**src/ps2kmc_pkg.sv**
```systemverilog
package ps2kmc_pkg;

	typedef enum logic [2:0] {
		KIND_CMD_WRITE  = 3'd0,
		KIND_DATA_WRITE = 3'd1,
		KIND_DATA_READ  = 3'd2,
		KIND_STAT_READ  = 3'd3,
		KIND_KBD_SET    = 3'd4,
		KIND_KBD_CLR    = 3'd5,
		KIND_MOUSE_SET  = 3'd6,
		KIND_MOUSE_CLR  = 3'd7
	} kind_t;

	typedef enum logic [1:0] {
		TGT_NONE  = 2'd0,
		TGT_MODE  = 2'd1,
		TGT_MOUSE = 2'd2
	} tgt_t;

	typedef enum logic [1:0] {
		FWD_NONE  = 2'd0,
		FWD_KBD   = 2'd1,
		FWD_MOUSE = 2'd2
	} fwd_t;

	localparam logic [7:0] CMD_READ_MODE     = 8'h20;
	localparam logic [7:0] CMD_WRITE_MODE    = 8'h60;
	localparam logic [7:0] CMD_MOUSE_OFF     = 8'ha7;
	localparam logic [7:0] CMD_MOUSE_ON      = 8'ha8;
	localparam logic [7:0] CMD_SELF_TEST     = 8'haa;
	localparam logic [7:0] CMD_KBD_OFF       = 8'had;
	localparam logic [7:0] CMD_KBD_ON        = 8'hae;
	localparam logic [7:0] CMD_WRITE_MOUSE   = 8'hd4;

	localparam logic [7:0] SELF_TEST_OK      = 8'h55;
	localparam logic [7:0] STATUS_RESET      = 8'h08;
	localparam logic [7:0] MODE_RESET        = 8'h03;
	localparam logic [7:0] MODE_KBD_MASK     = 8'h10;
	localparam logic [7:0] MODE_MOUSE_MASK   = 8'h20;

	typedef struct packed {
		logic [2:0] cmd;
		logic [7:0] value;
		logic [7:0] keyboard_byte;
		logic [7:0] mouse_byte;
	} req_word_t;

	typedef struct packed {
		logic [7:0] read_data;
		logic       kbd_interrupt;
		logic       mouse_interrupt;
		logic [1:0] forward_kind;
		logic [7:0] forward_byte;
		logic       took_keyboard_byte;
		logic       took_mouse_byte;
		logic       fault;
	} rsp_word_t;

endpackage

```
**src/ps2kmc_if.sv**
```systemverilog
interface ps2kmc_req_if
	import ps2kmc_pkg::*;
	();
	logic      valid;
	logic      ready;
	req_word_t word;

	modport source (output valid, output word, input ready);
	modport sink (input valid, input word, output ready);
endinterface

interface ps2kmc_rsp_if
	import ps2kmc_pkg::*;
	();
	logic      valid;
	logic      ready;
	rsp_word_t word;

	modport source (output valid, output word, input ready);
	modport sink (input valid, input word, output ready);
endinterface

```
**src/ps2_keyboard_mouse_controller_top.sv**
```systemverilog
// An accepted request word is held in the input register, its response
// word in the response register. Throughput: one word per cycle while
// rsp.ready holds; controller state updates in one pass between them.
// Reset: asynchronous, active low; mode 0x03, status 0x08, output buffer,
// pending flags and pending command target cleared, both pipeline stages empty.
module ps2_keyboard_mouse_controller_top
	import ps2kmc_pkg::*;
(
	input  logic         clk,
	input  logic         arst_n,
	ps2kmc_req_if.sink   req,
	ps2kmc_rsp_if.source rsp
);

	logic      valid_s1;
	req_word_t word_s1;
	logic      valid_s2;
	rsp_word_t word_s2;

	tgt_t       target_q;
	logic       full_q;
	logic [7:0] obuf_q;
	logic [7:0] mode_q;
	logic       kbd_pend_q;
	logic       mouse_pend_q;

	tgt_t       target_d;
	logic       full_d;
	logic [7:0] obuf_d;
	logic [7:0] mode_d;
	logic       kbd_pend_d;
	logic       mouse_pend_d;
	rsp_word_t  rsp_d;

	logic advance;
	logic fire;

	assign advance   = !valid_s2 || rsp.ready;
	assign req.ready = !valid_s1 || advance;
	assign fire      = valid_s1 && advance;

	assign rsp.valid = valid_s2;
	assign rsp.word  = word_s2;

	always_comb begin
		target_d     = target_q;
		full_d       = full_q;
		obuf_d       = obuf_q;
		mode_d       = mode_q;
		kbd_pend_d   = kbd_pend_q;
		mouse_pend_d = mouse_pend_q;
		rsp_d        = '0;
		case (kind_t'(word_s1.cmd))
			KIND_CMD_WRITE: begin
				case (word_s1.value)
					CMD_READ_MODE: begin
						obuf_d = mode_q;
						full_d = 1'b1;
					end
					CMD_WRITE_MODE:  target_d = TGT_MODE;
					CMD_MOUSE_OFF:   mode_d = mode_q | MODE_MOUSE_MASK;
					CMD_MOUSE_ON:    mode_d = mode_q & ~MODE_MOUSE_MASK;
					CMD_SELF_TEST: begin
						obuf_d = SELF_TEST_OK;
						full_d = 1'b1;
					end
					CMD_KBD_OFF:     mode_d = mode_q | MODE_KBD_MASK;
					CMD_KBD_ON:      mode_d = mode_q & ~MODE_KBD_MASK;
					CMD_WRITE_MOUSE: target_d = TGT_MOUSE;
					default:         rsp_d.fault = 1'b1;
				endcase
			end
			KIND_DATA_WRITE: begin
				case (target_q)
					TGT_MODE: mode_d = word_s1.value;
					TGT_MOUSE: begin
						rsp_d.forward_kind = FWD_MOUSE;
						rsp_d.forward_byte = word_s1.value;
					end
					default: begin
						rsp_d.forward_kind = FWD_KBD;
						rsp_d.forward_byte = word_s1.value;
					end
				endcase
				target_d = TGT_NONE;
			end
			KIND_DATA_READ: begin
				if (kbd_pend_q) begin
					rsp_d.read_data          = word_s1.keyboard_byte;
					rsp_d.took_keyboard_byte = 1'b1;
					kbd_pend_d               = 1'b0;
				end else if (mouse_pend_q) begin
					rsp_d.read_data       = word_s1.mouse_byte;
					rsp_d.took_mouse_byte = 1'b1;
					mouse_pend_d          = 1'b0;
				end else begin
					rsp_d.read_data = obuf_q;
					full_d          = 1'b0;
				end
			end
			KIND_STAT_READ: rsp_d.read_data = {STATUS_RESET[7:1], full_q};
			KIND_KBD_SET:   kbd_pend_d = 1'b1;
			KIND_KBD_CLR:   kbd_pend_d = 1'b0;
			KIND_MOUSE_SET: mouse_pend_d = 1'b1;
			default:        mouse_pend_d = 1'b0;
		endcase
		rsp_d.kbd_interrupt   = kbd_pend_d && ((mode_d & MODE_KBD_MASK) == '0);
		rsp_d.mouse_interrupt = !rsp_d.kbd_interrupt && mouse_pend_d
			&& ((mode_d & MODE_MOUSE_MASK) == '0);
	end

	always_ff @(posedge clk or negedge arst_n) begin
		if (!arst_n) begin
			valid_s1 <= 1'b0;
		end else if (req.ready) begin
			valid_s1 <= req.valid;
		end
	end

	always_ff @(posedge clk) begin
		if (req.valid && req.ready) begin
			word_s1 <= req.word;
		end
	end

	always_ff @(posedge clk or negedge arst_n) begin
		if (!arst_n) begin
			valid_s2     <= 1'b0;
			target_q     <= TGT_NONE;
			full_q       <= STATUS_RESET[0];
			obuf_q       <= '0;
			mode_q       <= MODE_RESET;
			kbd_pend_q   <= 1'b0;
			mouse_pend_q <= 1'b0;
		end else begin
			if (advance) begin
				valid_s2 <= valid_s1;
			end
			if (fire) begin
				target_q     <= target_d;
				full_q       <= full_d;
				obuf_q       <= obuf_d;
				mode_q       <= mode_d;
				kbd_pend_q   <= kbd_pend_d;
				mouse_pend_q <= mouse_pend_d;
			end
		end
	end

	always_ff @(posedge clk) begin
		if (fire) begin
			word_s2 <= rsp_d;
		end
	end

	a_irq_exclusive: assert property (@(posedge clk) disable iff (!arst_n)
		valid_s2 |-> !(word_s2.kbd_interrupt && word_s2.mouse_interrupt))
		else $error("both interrupt lines raised");

	a_fault_quiet: assert property (@(posedge clk) disable iff (!arst_n)
		(valid_s2 && word_s2.fault) |-> (word_s2.read_data == '0
			&& word_s2.forward_kind == FWD_NONE))
		else $error("faulting word carries data");

	a_fault_keeps_state: assert property (@(posedge clk) disable iff (!arst_n)
		(fire && rsp_d.fault) |=> ($stable(mode_q) && $stable(obuf_q)
			&& $stable(full_q) && $stable(target_q)))
		else $error("unsupported command changed state");

	a_self_test_full: assert property (@(posedge clk) disable iff (!arst_n)
		(fire && word_s1.cmd == KIND_CMD_WRITE && word_s1.value == CMD_SELF_TEST)
			|=> (full_q && obuf_q == SELF_TEST_OK))
		else $error("self test did not load output buffer");

	a_single_take: assert property (@(posedge clk) disable iff (!arst_n)
		valid_s2 |-> !(word_s2.took_keyboard_byte && word_s2.took_mouse_byte))
		else $error("data read took both device bytes");

endmodule

```
**src/flat_wrapper.sv**
```systemverilog
// flat-port wrapper written by rule: the top's interface ports become plain ports
module ps2_keyboard_mouse_controller_top_flat import ps2kmc_pkg::*;
  (clk, arst_n, req_valid, req_word, req_ready, rsp_valid, rsp_word, rsp_ready);
  ps2kmc_req_if req_i ();
  ps2kmc_rsp_if rsp_i ();
  input  logic clk;
  input  logic arst_n;
  input wire logic [$bits(req_i.valid)-1:0] req_valid;
  input wire logic [$bits(req_i.word)-1:0] req_word;
  output wire logic [$bits(req_i.ready)-1:0] req_ready;
  output wire logic [$bits(rsp_i.valid)-1:0] rsp_valid;
  output wire logic [$bits(rsp_i.word)-1:0] rsp_word;
  input wire logic [$bits(rsp_i.ready)-1:0] rsp_ready;
  assign req_i.valid = req_valid;
  assign req_i.word = req_word;
  assign req_ready = req_i.ready;
  assign rsp_valid = rsp_i.valid;
  assign rsp_word = rsp_i.word;
  assign rsp_i.ready = rsp_ready;
  ps2_keyboard_mouse_controller_top u_core (.clk(clk), .arst_n(arst_n), .req(req_i), .rsp(rsp_i));
endmodule
```
**config.mk**
```make
export PLATFORM = sky130hd
export DESIGN_NAME = ps2_keyboard_mouse_controller_top_flat
export DESIGN_NICKNAME = d
export VERILOG_FILES = /design/src/ps2kmc_pkg.sv /design/src/ps2kmc_if.sv /design/src/ps2_keyboard_mouse_controller_top.sv /design/src/flat_wrapper.sv
export SDC_FILE = /design/constraint.sdc
export NUM_CORES = 1
export LEC_CHECK = 0
export CELL_PAD_IN_SITES_DETAIL_PLACEMENT = 1
export CELL_PAD_IN_SITES_GLOBAL_PLACEMENT = 2
export CORE_AREA = 5 5 89 99
export DETAILED_ROUTE_END_ITERATION = 12
export DIE_AREA = 0 0 94 104
export DONT_BUFFER_PORTS = 1
export HOLD_SLACK_MARGIN = 0.1
export PLACE_DENSITY_LB_ADDON = 0.1
export REMOVE_ABC_BUFFERS = 1
export SYNTH_ARGS = -nofsm -noshare
export SYNTH_HDL_FRONTEND = slang
export SYNTH_SLANG_ARGS = --single-unit
```
**constraint.sdc**
```tcl
create_clock -name clk -period 2.74 [get_ports clk]
set_input_delay 0.548 -clock clk [delete_from_list [all_inputs] [get_ports clk]]
set_output_delay 0.548 -clock clk [all_outputs]
set_load 0.1 [all_outputs]
```
== Yosys cells after proc, flatten, opt, wreduce, memory -nomap -nowiden ==
Cells that the tools add are included.

* Bitwise logic cells: 2
* Mux-type cells: 20
* Eq/ne operators: 20
* Reduce and logical (&&, ||, !) cells: 25

{| class="wikitable"
|+ Operators by type and width
! operator !! count
|-
| 8-bit equality test (second input constant) || 6
|-
| 8-bit one-hot mux with 2 select lines || 3
|-
| 8-bit 2-to-1 mux || 3
|-
| 6-bit one-hot mux with 4 select lines || 1
|-
| 10-bit one-hot mux with 2 select lines || 1
|-
| 8-bit logical NOT || 2
|-
| 3-bit equality test (second input constant) || 3
|-
| 8-bit by 6-bit equality test with 1-bit output (second input constant) || 1
|-
| 8-bit by 7-bit equality test with 1-bit output (second input constant) || 1
|-
| 2-bit one-hot mux with 2 select lines || 2
|-
| 8-bit OR reduction || 1
|-
| 1-bit 2-to-1 mux || 7
|-
| 3-bit by 2-bit equality test with 1-bit output (second input constant) || 2
|-
| 2-bit != test (second input constant) || 3
|-
| 3-bit AND reduction || 2
|-
| 2-bit nonzero test || 3
|-
| 2-bit OR reduction || 3
|-
| 1-bit logical AND || 5
|-
| 5-bit AND reduction || 1
|-
| 5-bit OR reduction || 1
|-
| 1-bit one-hot mux with 2 select lines || 2
|-
| 4-bit AND reduction || 1
|-
| 3-bit by 1-bit equality test with 1-bit output (second input constant) || 1
|-
| 1-bit logical NOT || 3
|-
| 7 further kinds || 9
|}

* Output and inout port bits: 25
* Bits in registers: 73
* Logic and storage cells: 88

== Depth between registers and ports, before layout ==
Gate-level depths: netlist (run 1).

* Word-level depth: 8
* Depth in mapped cells: 6
* Depth with buffers taken out: 6

== Least setup slack after synthesis (run 1) ==
Ideal clock, no wire load.

* Path kind: reg-to-reg
* From: reg u_core.valid_s2, in the netlist u_core.rsp.valid
* To: reg u_core.word_s1[0] in the netlist's numbering (enable)
* Arrival: 2.726 ns
* Path buffers: 0
* Stages on the path, launching flop included: 3
* Setup slack: -0.364 ns
* Setup time: 0.378 ns
* Cells stage by stage: dfrtp_1 nand3b_1 and2_1

* Longest elaborated chain between the ends: 4

{| class="wikitable"
|+ RTL lines
! what !! RTL line !! source
|-
| start, declared || ps2_keyboard_mouse_controller_top.sv:17 || <nowiki>logic valid_s2;</nowiki>
|-
| start signal, assigned || ps2_keyboard_mouse_controller_top.sv:137 || <nowiki>valid_s2 <= valid_s1;</nowiki>
|-
| 1-bit logical NOT || ps2_keyboard_mouse_controller_top.sv:38 || <nowiki>assign advance = !valid_s2 || rsp.ready;</nowiki>
|-
| 1-bit logical OR || ps2_keyboard_mouse_controller_top.sv:38 ||
|-
| 1-bit logical OR || ps2_keyboard_mouse_controller_top.sv:39 || <nowiki>assign req.ready = !valid_s1 || advance;</nowiki>
|-
| named net req_ready || flat_wrapper.sv:10 || <nowiki>output wire logic [$bits(req_i.ready)-1:0] req_ready;</nowiki>
|-
| 1-bit logical AND || ps2_keyboard_mouse_controller_top.sv:121 || <nowiki>if (req.valid && req.ready) begin</nowiki>
|-
| end signal, assigned || ps2_keyboard_mouse_controller_top.sv:122 || <nowiki>word_s1 <= req.word;</nowiki>
|-
| end, declared || ps2_keyboard_mouse_controller_top.sv:16 || <nowiki>req_word_t word_s1;</nowiki>
|}

The timed path passes the listed nets, and every way through them passes these cells.
A chain may end at the register's enable or synchronous reset.

== Worst setup path after layout (run 1) ==
* From: reg u_core.word_s1[25] in the netlist's numbering
* To: reg u_core.obuf_q[1]

* Longest elaborated chain between the ends: 2

{| class="wikitable"
|+ RTL lines
! what !! RTL line !! source
|-
| 3-bit logical NOT || ps2_keyboard_mouse_controller_top.sv:53 || <nowiki>case (kind_t'(word_s1.cmd))</nowiki>
|-
| 3-bit AND reduction (no line) || - ||
|-
| end signal, assigned || ps2_keyboard_mouse_controller_top.sv:142 || <nowiki>obuf_q <= obuf_d;</nowiki>
|-
| end, declared || ps2_keyboard_mouse_controller_top.sv:22 || <nowiki>logic [7:0] obuf_q;</nowiki>
|}

Every way passes these cells.

==> out/results.tsv, run 1 <==
stage	metric	value	unit
min_path	hold_end	u_core.word_s1[3]	
cts	ctsResizeCount	0	
setup_path	crit_path_max_incr_delay	0.58	ns
synthesis	async_flop_share	0.315	
cts	cts_root_buf	clkbuf_8	
power_and_ir_drop	fin_total_pwr	2920	uW
cells_and_area	area_growth_syn_to_layout	11.8	%
sta	finalCritPeriodShare	0.790	
setup_path	reg2reg_depth	3	
cts	clockBufferDepth	2	
synthesis	synth_top_area_cell	edfxtp_1	
sta	maxSlewHeadroom	0.391	
floorplan	num_rows	34	
floorplan	initial_utilization	0.414	
cts	clk_latency	0.35	ns
setup_path	path_class	register to register	
setup_path	start_kind	register	
power_and_ir_drop	switching_share	0.313	
power_and_ir_drop	power_switching	914	uW
drt	drt-wirelength-per-cell	18.4	um
cts	clk_pin_slew	0.08	ns
placement	place_congestion	0.825	
cells_and_area	design_area	0.00358	sq mm
cells_and_area	fin_nets	277	
floorplan	core_area	0.00774	sq mm
global_routing	grt_max_degree	28	
synthesis	ys_seq_area_frac	0.649	
cts	cts_max_level	3	
drt	vias	1860	
sta	worstMarginPinSlew	0.915	ns
power_and_ir_drop	vdd_drop_max	0.347	mV
power_and_ir_drop	combPwrFrac	0.111	
sta	fin_skew	0.0160	ns
setup_path	path_cells	nor3_1 > and4_1 > mux2_2	
drt	antenna_left	0	
synthesis	synthTopCellsByCount	50 x edfxtp_1, 21 x dfrtp_1, 20 x nor2_1	
cts	tritoncts	done	
run	maxCapViolCount	0	
global_routing	grt_pass1_wl	10900	um
min_path	hold-path-cell-count	0	
power_and_ir_drop	power_density	817	mW/mm^2
cts	cts_hold_buf	2	
synthesis	ys_warn_count	0	
setup_path	cp-end-kind	register	
cts	cts_buffers	9	
power_and_ir_drop	pwr-share-clk	0.323	
synthesis	syn-mean-instance-area	13.6	sq um
synthesis	synth_top_area_frac	0.469	
setup_path	worstPathArrival	2.39	ns
global_routing	grt.overflow.total	0	
setup_path	worst-path-max-fanout	11	
drt	drt_iter0_drc	112	
setup_path	crit_slowest_cell	and4_1	
setup_path	r2r_end	u_core.obuf_q[1]	
placement	portBuffers	0	
floorplan	die_h	104	um
drt	vias_per_cell	5.22	
synthesis	ys.flop_type	edfxtp_1	
floorplan	io-pin-count	56	
outcome	status	completed	
sta	holdWs	0.288	ns
min_path	min_path_type	primary input to register	
synthesis	synth.area.top_cells	edfxtp_1 47%, dfrtp_1 16%, mux2i_1 4.4%, mux2_2 4.2%, and2_1 2.3%	
cells_and_area	instances_no_fill	356	
sta	post-route-min-period	2.16	ns
sta	max_freq	0.462	GHz
floorplan	die_x	94	um
global_routing	antenna_found_initial	0	
cts	cts_setup_buffers	0	
power_and_ir_drop	p_leak	0.00136	uW
floorplan	die_area	0.00978	sq mm
sta	rsz0062_at_grt	no	
synthesis	syn_inst	236	
global_routing	grt_usage	0.147	
placement	detailed_place_hpwl	4650	um
synthesis	yosysUniqueCellTypes	50	
sta	finalMaxSlewViolations	0	
drt	wl	6550	um
sta	setup_viol	0	
setup_path	r2r_start	u_core.word_s1[25]	
placement	dp.cells	338	
global_routing	grt_pass1_vias	2135	
min_path	hold_path_startpoint	req_word[3]	
power_and_ir_drop	power_frac_seq	0.566	
sta	hold_violations	0	
setup_path	cp.required	2.97	ns
power_and_ir_drop	intPower	2010	uW
cells_and_area	drive_gt1_frac	0.169	
placement	dpl_cell_area	0.00332	sq mm
synthesis	yosysMostFrequentCell	edfxtp_1	
drt	first_pass_iters	4	
synthesis	synth_edf_count	50	
synthesis	netlist_area	0.00320	sq mm
drt	drc	0	
synthesis	yosys_register_bits	73	
cells_and_area	n_antenna_cell	0	
cts	cts.sinks	73	
setup_path	regToRegSetupSlack	0.58	ns
cells by family (layout without fill, tap and decap cells):
family / count (synthesis) / count (layout) / share of synthesized area
buffers and inverters: 23 / 35 / 0.0324
DFF: 73 / 73 / 0.649
muxes: 27 / 27 / 0.0907
xor gates and xnor gates: 1 / 1 / 0.00274
and+or+nand+nor: 78 / 78 / 0.148
adders and majority gates: 3 / 3 / 0.0117
AOI/OAI and AO/OA: 31 / 31 / 0.0645
worst max-delay path, delay by kind of cell (launching register included):
family | cells | cell delay (ns)
DFF | 1 | 0.56
muxes | 1 | 0.39
and+or+nand+nor | 2 | 1.10
area by class of cell:
cell class | count | area, sq um
fillers | 794 | 4160
flip-flops and latches | 73 | 2080
multi-input cells | 140 | 1020
clock buffers | 11 | 141
well taps | 108 | 135
clock inverters | 5 | 85.1
repair buffers | 6 | 72.6
inverters | 13 | 48.8
power groups by stage:
stage,Combinational (uW),Sequential (uW),Clock [uW]
2_1_floorplan,239,1640,0
3_3_place_gp,309,1680,0
3_5_place_dp,315,1680,0
4_1_cts,328,1660,974
5_1_grt,363,1670,1030
6_report,324,1650,946
worst max-delay path by stage:
stage | cells past startpoint | endpoint | start
global placement | 3 | u_core.obuf_q[3] | u_core.word_s1[25]
global route | 3 | u_core.obuf_q[1] | u_core.word_s1[25]
floorplan | 2 | u_core.word_s1[0] | u_core.rsp.valid
finish | 3 | u_core.obuf_q[1] | u_core.word_s1[25]
detailed placement | 3 | u_core.obuf_q[7] | u_core.word_s1[25]
CTS | 3 | u_core.obuf_q[1] | u_core.word_s1[25]
routing by layer:
metal | wire [um] | track usage | up-vias
li1 | - | - | 878
met2 | 3330 | 0.237 | 45
met1 | 2870 | 0.186 | 927
met5 | 0 | 0 | -
met3 | 204 | 0.0289 | 10
met4 | 142 | 0.0722 | 0
cell usage in the layout, fill, tap and decap left out, drive strengths merged, types with 6 or more instances in the layout:
| cell type | count |
|---|---|
| inv | 15 |
| dfrtp | 21 |
| edfxtp | 50 |
| clkbuf | 11 |
| nor2 | 20 |
| and2 | 12 |
| nand2 | 6 |
| mux2i | 14 |
| a21oi | 12 |
| mux2 | 13 |
registers in the layout, indices dropped and copies added, names as in the netlist:
signal               count
u_core.rsp.valid         1
u_core.valid_s1          1
u_core.target_q          2
u_core.full_q            1
u_core.rsp.word         23
u_core.mode_q            8
u_core.obuf_q            8
u_core.kbd_pend_q        1
u_core.word_s1          27
u_core.mouse_pend_q      1
metrics by stage:
stage / setup slack [ns] / utilization / setup TNS [ns]
floorplan: -0.364 / - / -9.83
global placement: 0.644 / 0.429 / 0
detailed placement: 0.564 / 0.429 / 0
CTS: 0.562 / 0.463 / 0
global route: 0.445 / 0.463 / 0
finish: 0.576 / 0.463 / 0
No activity file was read; power rests on OpenSTA's default activity.
==> inputs of run 2 (changes only) <==
- CORE_AREA: 5 5 89 99 -> 5 5 94 105
- DIE_AREA: 0 0 94 104 -> 0 0 99 110
- clock period: 2.74 -> 1.8 ns (I/O delays scaled with it)
==> out/results.tsv, run 2 (synthesis results as in run 1) <==
stage	metric	value	unit
floorplan	die_x	99	um
power_and_ir_drop	switching_share	0.313	
sta	fin_skew	0.00570	ns
global_routing	grt_pass1_vias	2431	
setup_path	worstPathArrival	2.04	ns
sta	tns	-0.00995	ns
outcome	violations	negative setup slack	
cts	cts_max_level	3	
cells_and_area	largest_reg_flops	27	
drt	drc	0	
sta	finalMaxSlewViolations	0	
cells_and_area	fin_nets	358	
cells_and_area	drive_gt1_frac	0.325	
sta	maxSlewHeadroom	0.611	
setup_path	crit_slowest_cell	or4b_4	
setup_path	cp.depth	5	
run	maxCapViolCount	0	
setup_path	cpLargestDelayFamily	simple AND/OR/NAND/NOR gates	
sta	hold_violations	0	
cells_and_area	utilization	0.500	
power_and_ir_drop	combPwrFrac	0.233	
power_and_ir_drop	intPower	3170	uW
min_path	min_path_type	primary input to register	
sta	fin_ws	-0.00995	ns
cts	cts.sinks	73	
cells_and_area	final_common_cell	buf_4	
power_and_ir_drop	power_density	1060	mW/mm^2
cts	tritoncts	done	
power_and_ir_drop	vdd_drop_max	0.406	mV
floorplan	initial_utilization	0.368	
power_and_ir_drop	p_leak	0.00176	uW
setup_path	cp-end-kind	register	
placement	portBuffers	0	
cts	cts_buffers	9	
cts	clk_latency	0.35	ns
sta	rsz0062_at_grt	yes	
setup_path	worst-path-max-fanout	4	
drt	vias	2186	
setup_path	cp.required	2.03	ns
sta	finalCritPeriodShare	1.01	
global_routing	antenna_found_initial	0	
min_path	hold-path-cell-count	1	
drt	drt-wirelength-per-cell	16.9	um
power_and_ir_drop	power_switching	1450	uW
sta	worstMarginPinSlew	0.584	ns
power_and_ir_drop	pwr-share-clk	0.304	
sta	max_freq	0.553	GHz
sta	setup_viol	1	
global_routing	grt_usage	0.146	
floorplan	die_area	0.0109	sq mm
power_and_ir_drop	fin_total_pwr	4610	uW
drt	first_pass_iters	4	
setup_path	critPathBufInv	1	
floorplan	die_h	110	um
cells_and_area	n_antenna_cell	0	
placement	place_ws	-0.0751	ns
cts	clockBufferDepth	2	
cts	cts_root_buf	clkbuf_8	
floorplan	core_area	0.00869	sq mm
setup_path	reg2reg_depth	5	
outcome	status	complete, but fails checks	
global_routing	grt_max_degree	24	
global_routing	grt.overflow.total	0	
setup_path	start_kind	register	
floorplan	num_rows	36	
power_and_ir_drop	power_frac_seq	0.463	
placement	detailed_place_hpwl	5360	um
cells_and_area	mostFrequentLayoutCells	56 x buf_4, 50 x edfxtp_1, 28 x dlygate4sd3_1, 21 x dfrtp_1, 20 x nor2_1	
setup_path	crit_path_max_incr_delay	0.48	ns
setup_path	path_cells	buf_6 > or4b_4 > o211ai_1 > nand3_1 > mux2_4	
drt	vias_per_cell	4.93	
floorplan	io-pin-count	56	
setup_path	path_class	register to register	
cells_and_area	regMostFlops	u_core.word_s1	
placement	place_congestion	0.797	
drt	drt_iter0_drc	55	
global_routing	grt_pass1_wl	12200	um
drt	wl	7500	um
sta	post-route-min-period	1.81	ns
drt	antenna_left	0	
cells_and_area	area_growth_syn_to_layout	35.6	%
cts	clk_pin_slew	0.08	ns
## run 2: final cells by class
type	instances	area [sq um]
clock inverter	7	95.1
tap	114	143
clock buffer	9	124
fill	900	4350
multi-input combinational	140	1110
timing repair buffer	87	743
sequential	73	2080
inverter	13	48.8
## run 2: power groups by stage
stage	clock, uW	combinational [uW]	sequential [uW]
floorplan	0	363	2490
global placement	0	947	2160
detailed placement	0	962	2170
CTS	1450	1050	2130
global route	1540	1140	2160
finish	1400	1080	2130
## run 2: per-stage QoR
stage,std cells,hold WS (ns),instance area (sq um)
global route,443,0.110,4340
global placement,390,0.0656,3680
finish,443,0.121,4340
floorplan,226,0.0644,3150
detailed placement,390,0.0653,3680
CTS,442,0.102,4280
## run 2: path summary, 6_finish.rpt
check / startpoint / end / slack [ns]
setup / recovery: u_core.word_s1[17] / u_core.mode_q[5] / -0.01
hold / removal: req_valid / u_core.valid_s1 / 0.12
setup reg to reg: u_core.word_s1[17] / u_core.mode_q[5] / -0.01
hold reg to reg: u_core.full_q / u_core.full_q / 0.50
max in group asynchronous: arst_n / u_core.mode_q[0] / 1.13
min in group asynchronous: arst_n / u_core.obuf_q[0] / 0.45
## run 2: routing by layer
metal | up-vias | track usage | routed length (um)
met1 | 1100 | 0.170 | 3190
met2 | 39 | 0.259 | 3900
li1 | 1037 | - | -
met4 | 0 | 0.0644 | 107
met3 | 10 | 0.0296 | 300
met5 | - | 0 | 0
## run 2: timing repair
action                                  in CTS  in global routing
endpoints found under the setup margin       7                 14
endpoints found under the hold margin       50                  0
pin swaps                                    7                  3
hold buffers                                29                  0
resized for setup                            7                 14
buffers inserted                             7                  2
==> inputs of run 3 (changes only) <==
- SKIP_CTS_REPAIR_TIMING: default -> 1
==> out/results.tsv, run 3 (synthesis results as in run 1) <==
stage	metric	value	unit
outcome	status	complete, but fails checks	
outcome	violations	negative setup slack	
setup_path	path_class	register to register	
setup_path	cp-end-kind	register	
power_and_ir_drop	p_leak	0.00174	uW
cts	cts_max_level	3	
placement	place_ws	-0.0751	ns
setup_path	worst-path-max-fanout	5	
cts	cts.sinks	73	
cells_and_area	regMostFlops	u_core.word_s1	
cells_and_area	largest_reg_flops	27	
cells_and_area	drive_gt1_frac	0.317	
cells_and_area	mostFrequentLayoutCells	52 x buf_4, 50 x edfxtp_1, 28 x dlygate4sd3_1, 21 x dfrtp_1, 20 x nor2_1	
power_and_ir_drop	power_density	1070	mW/mm^2
run	maxCapViolCount	0	
global_routing	grt_pass1_vias	2276	
cells_and_area	fill_cells	895	
setup_path	worstPathArrival	2.12	ns
drt	first_pass_iters	4	
cts	clk_latency	0.35	ns
setup_path	crit_start	u_core.word_s1[17]	
drt	drc	0	
global_routing	grt_usage	0.139	
drt	antenna_left	0	
drt	vias	2161	
min_path	min_path_type	primary input to register	
sta	fin_skew	0.00803	ns
setup_path	start_kind	register	
placement	detailed_place_hpwl	5360	um
drt	drt-wirelength-per-cell	17.1	um
drt	drt_iter0_drc	57	
cts	cts_buffers	9	
drt	vias_per_cell	4.92	
floorplan	die_x	99	um
sta	finalMaxSlewViolations	0	
drt	wl	7530	um
cells_and_area	n_antenna_cell	0	
power_and_ir_drop	vdd_drop_max	0.389	mV
floorplan	io-pin-count	56	
floorplan	core_area	0.00869	sq mm
cells_and_area	instances_no_fill	439	
placement	portBuffers	0	
placement	dp.cells	390	
setup_path	cp.required	2.03	ns
min_path	hold-path-cell-count	1	
cells_and_area	area_growth_syn_to_layout	34.5	%
floorplan	die_h	110	um
sta	fin_ws	-0.0926	ns
sta	post-route-min-period	1.89	ns
cts	clockBufferDepth	2	
cells_and_area	final_common_cell	buf_4	
global_routing	grt_max_degree	24	
sta	maxSlewHeadroom	0.627	
sta	max_freq	0.528	GHz
cts	clk_pin_slew	0.07	ns
sta	rsz0062_at_grt	yes	
setup_path	reg2reg_depth	5	
placement	place_congestion	0.797	
cts	tritoncts	done	
min_path	hold_path_startpoint	req_valid	
floorplan	die_area	0.0109	sq mm
cts	cts_root_buf	clkbuf_8	
floorplan	num_rows	36	
sta	setup_viol	7	
global_routing	grt_pass1_wl	11600	um
global_routing	antenna_found_initial	0	
sta	finalCritPeriodShare	1.05	
sta	hold_violations	0	
setup_path	r2r_start	u_core.word_s1[17]	
sta	worstMarginPinSlew	0.560	ns
floorplan	initial_utilization	0.368	
global_routing	grt.overflow.total	0	
cells_and_area	fin_nets	354	
run 3: critical path, stage by stage, from the launching register on:
cell,delay [ns]
edfxtp_1,0.44
buf_6,0.17
or4b_4,0.49
o211ai_1,0.24
nand3_1,0.16
mux2_4,0.28
run 3: routing by layer:
metal  up-vias  global-route usage  routed length, um
li1       1028                   -                  -
met1      1086               0.165               3170
met2        36               0.243               3960
met3        11              0.0296                288
met4         0              0.0644                116
met5         -                   0                  0
run 3: cell type report:
type	count	area, sq um	area share
Clock buffer	9	124	0.0288
Clock inverter	7	95.1	0.0221
Inverter	13	48.8	0.0113
Multi-Input combinational cell	140	1090	0.254
Sequential cell	73	2080	0.483
Tap cell	114	143	0.0331
Timing Repair Buffer	83	722	0.168
run 3: power breakdown:
group | leakage [uW] | total [uW] | internal [uW] | switching, uW
Clock | 0.000109 | 1400 | 779 | 620
Sequential | 0.000759 | 2130 | 2000 | 139
Combinational | 0.000869 | 1070 | 388 | 679
run 3: worst paths after layout:
check	to	slack [ns]
max	u_core.mode_q[5]	-0.09
min	u_core.valid_s1	0.12
max reg2reg	u_core.mode_q[5]	-0.09
min reg2reg	u_core.full_q	0.51
max in group asynchronous	u_core.mode_q[0]	1.13
min in group asynchronous	u_core.obuf_q[1]	0.45
run 3: stage by stage:
| stage | hold slack, ns | cell area (sq um) | setup TNS (ns) | power, uW | util |
|---|---|---|---|---|---|
| 3_5_place_dp | 0.0653 | 3680 | -0.283 | 3130 | 0.423 |
| 5_1_grt | 0.110 | 4310 | -0.660 | 4830 | 0.495 |
| 3_3_place_gp | 0.0656 | 3680 | -0.0169 | 3100 | 0.423 |
| 2_1_floorplan | 0.0644 | 3150 | -53.90 | 2860 | - |
| 6_report | 0.121 | 4310 | -0.319 | 4600 | 0.495 |
| 4_1_cts | -0.323 | 3900 | -0.401 | 4550 | 0.448 |
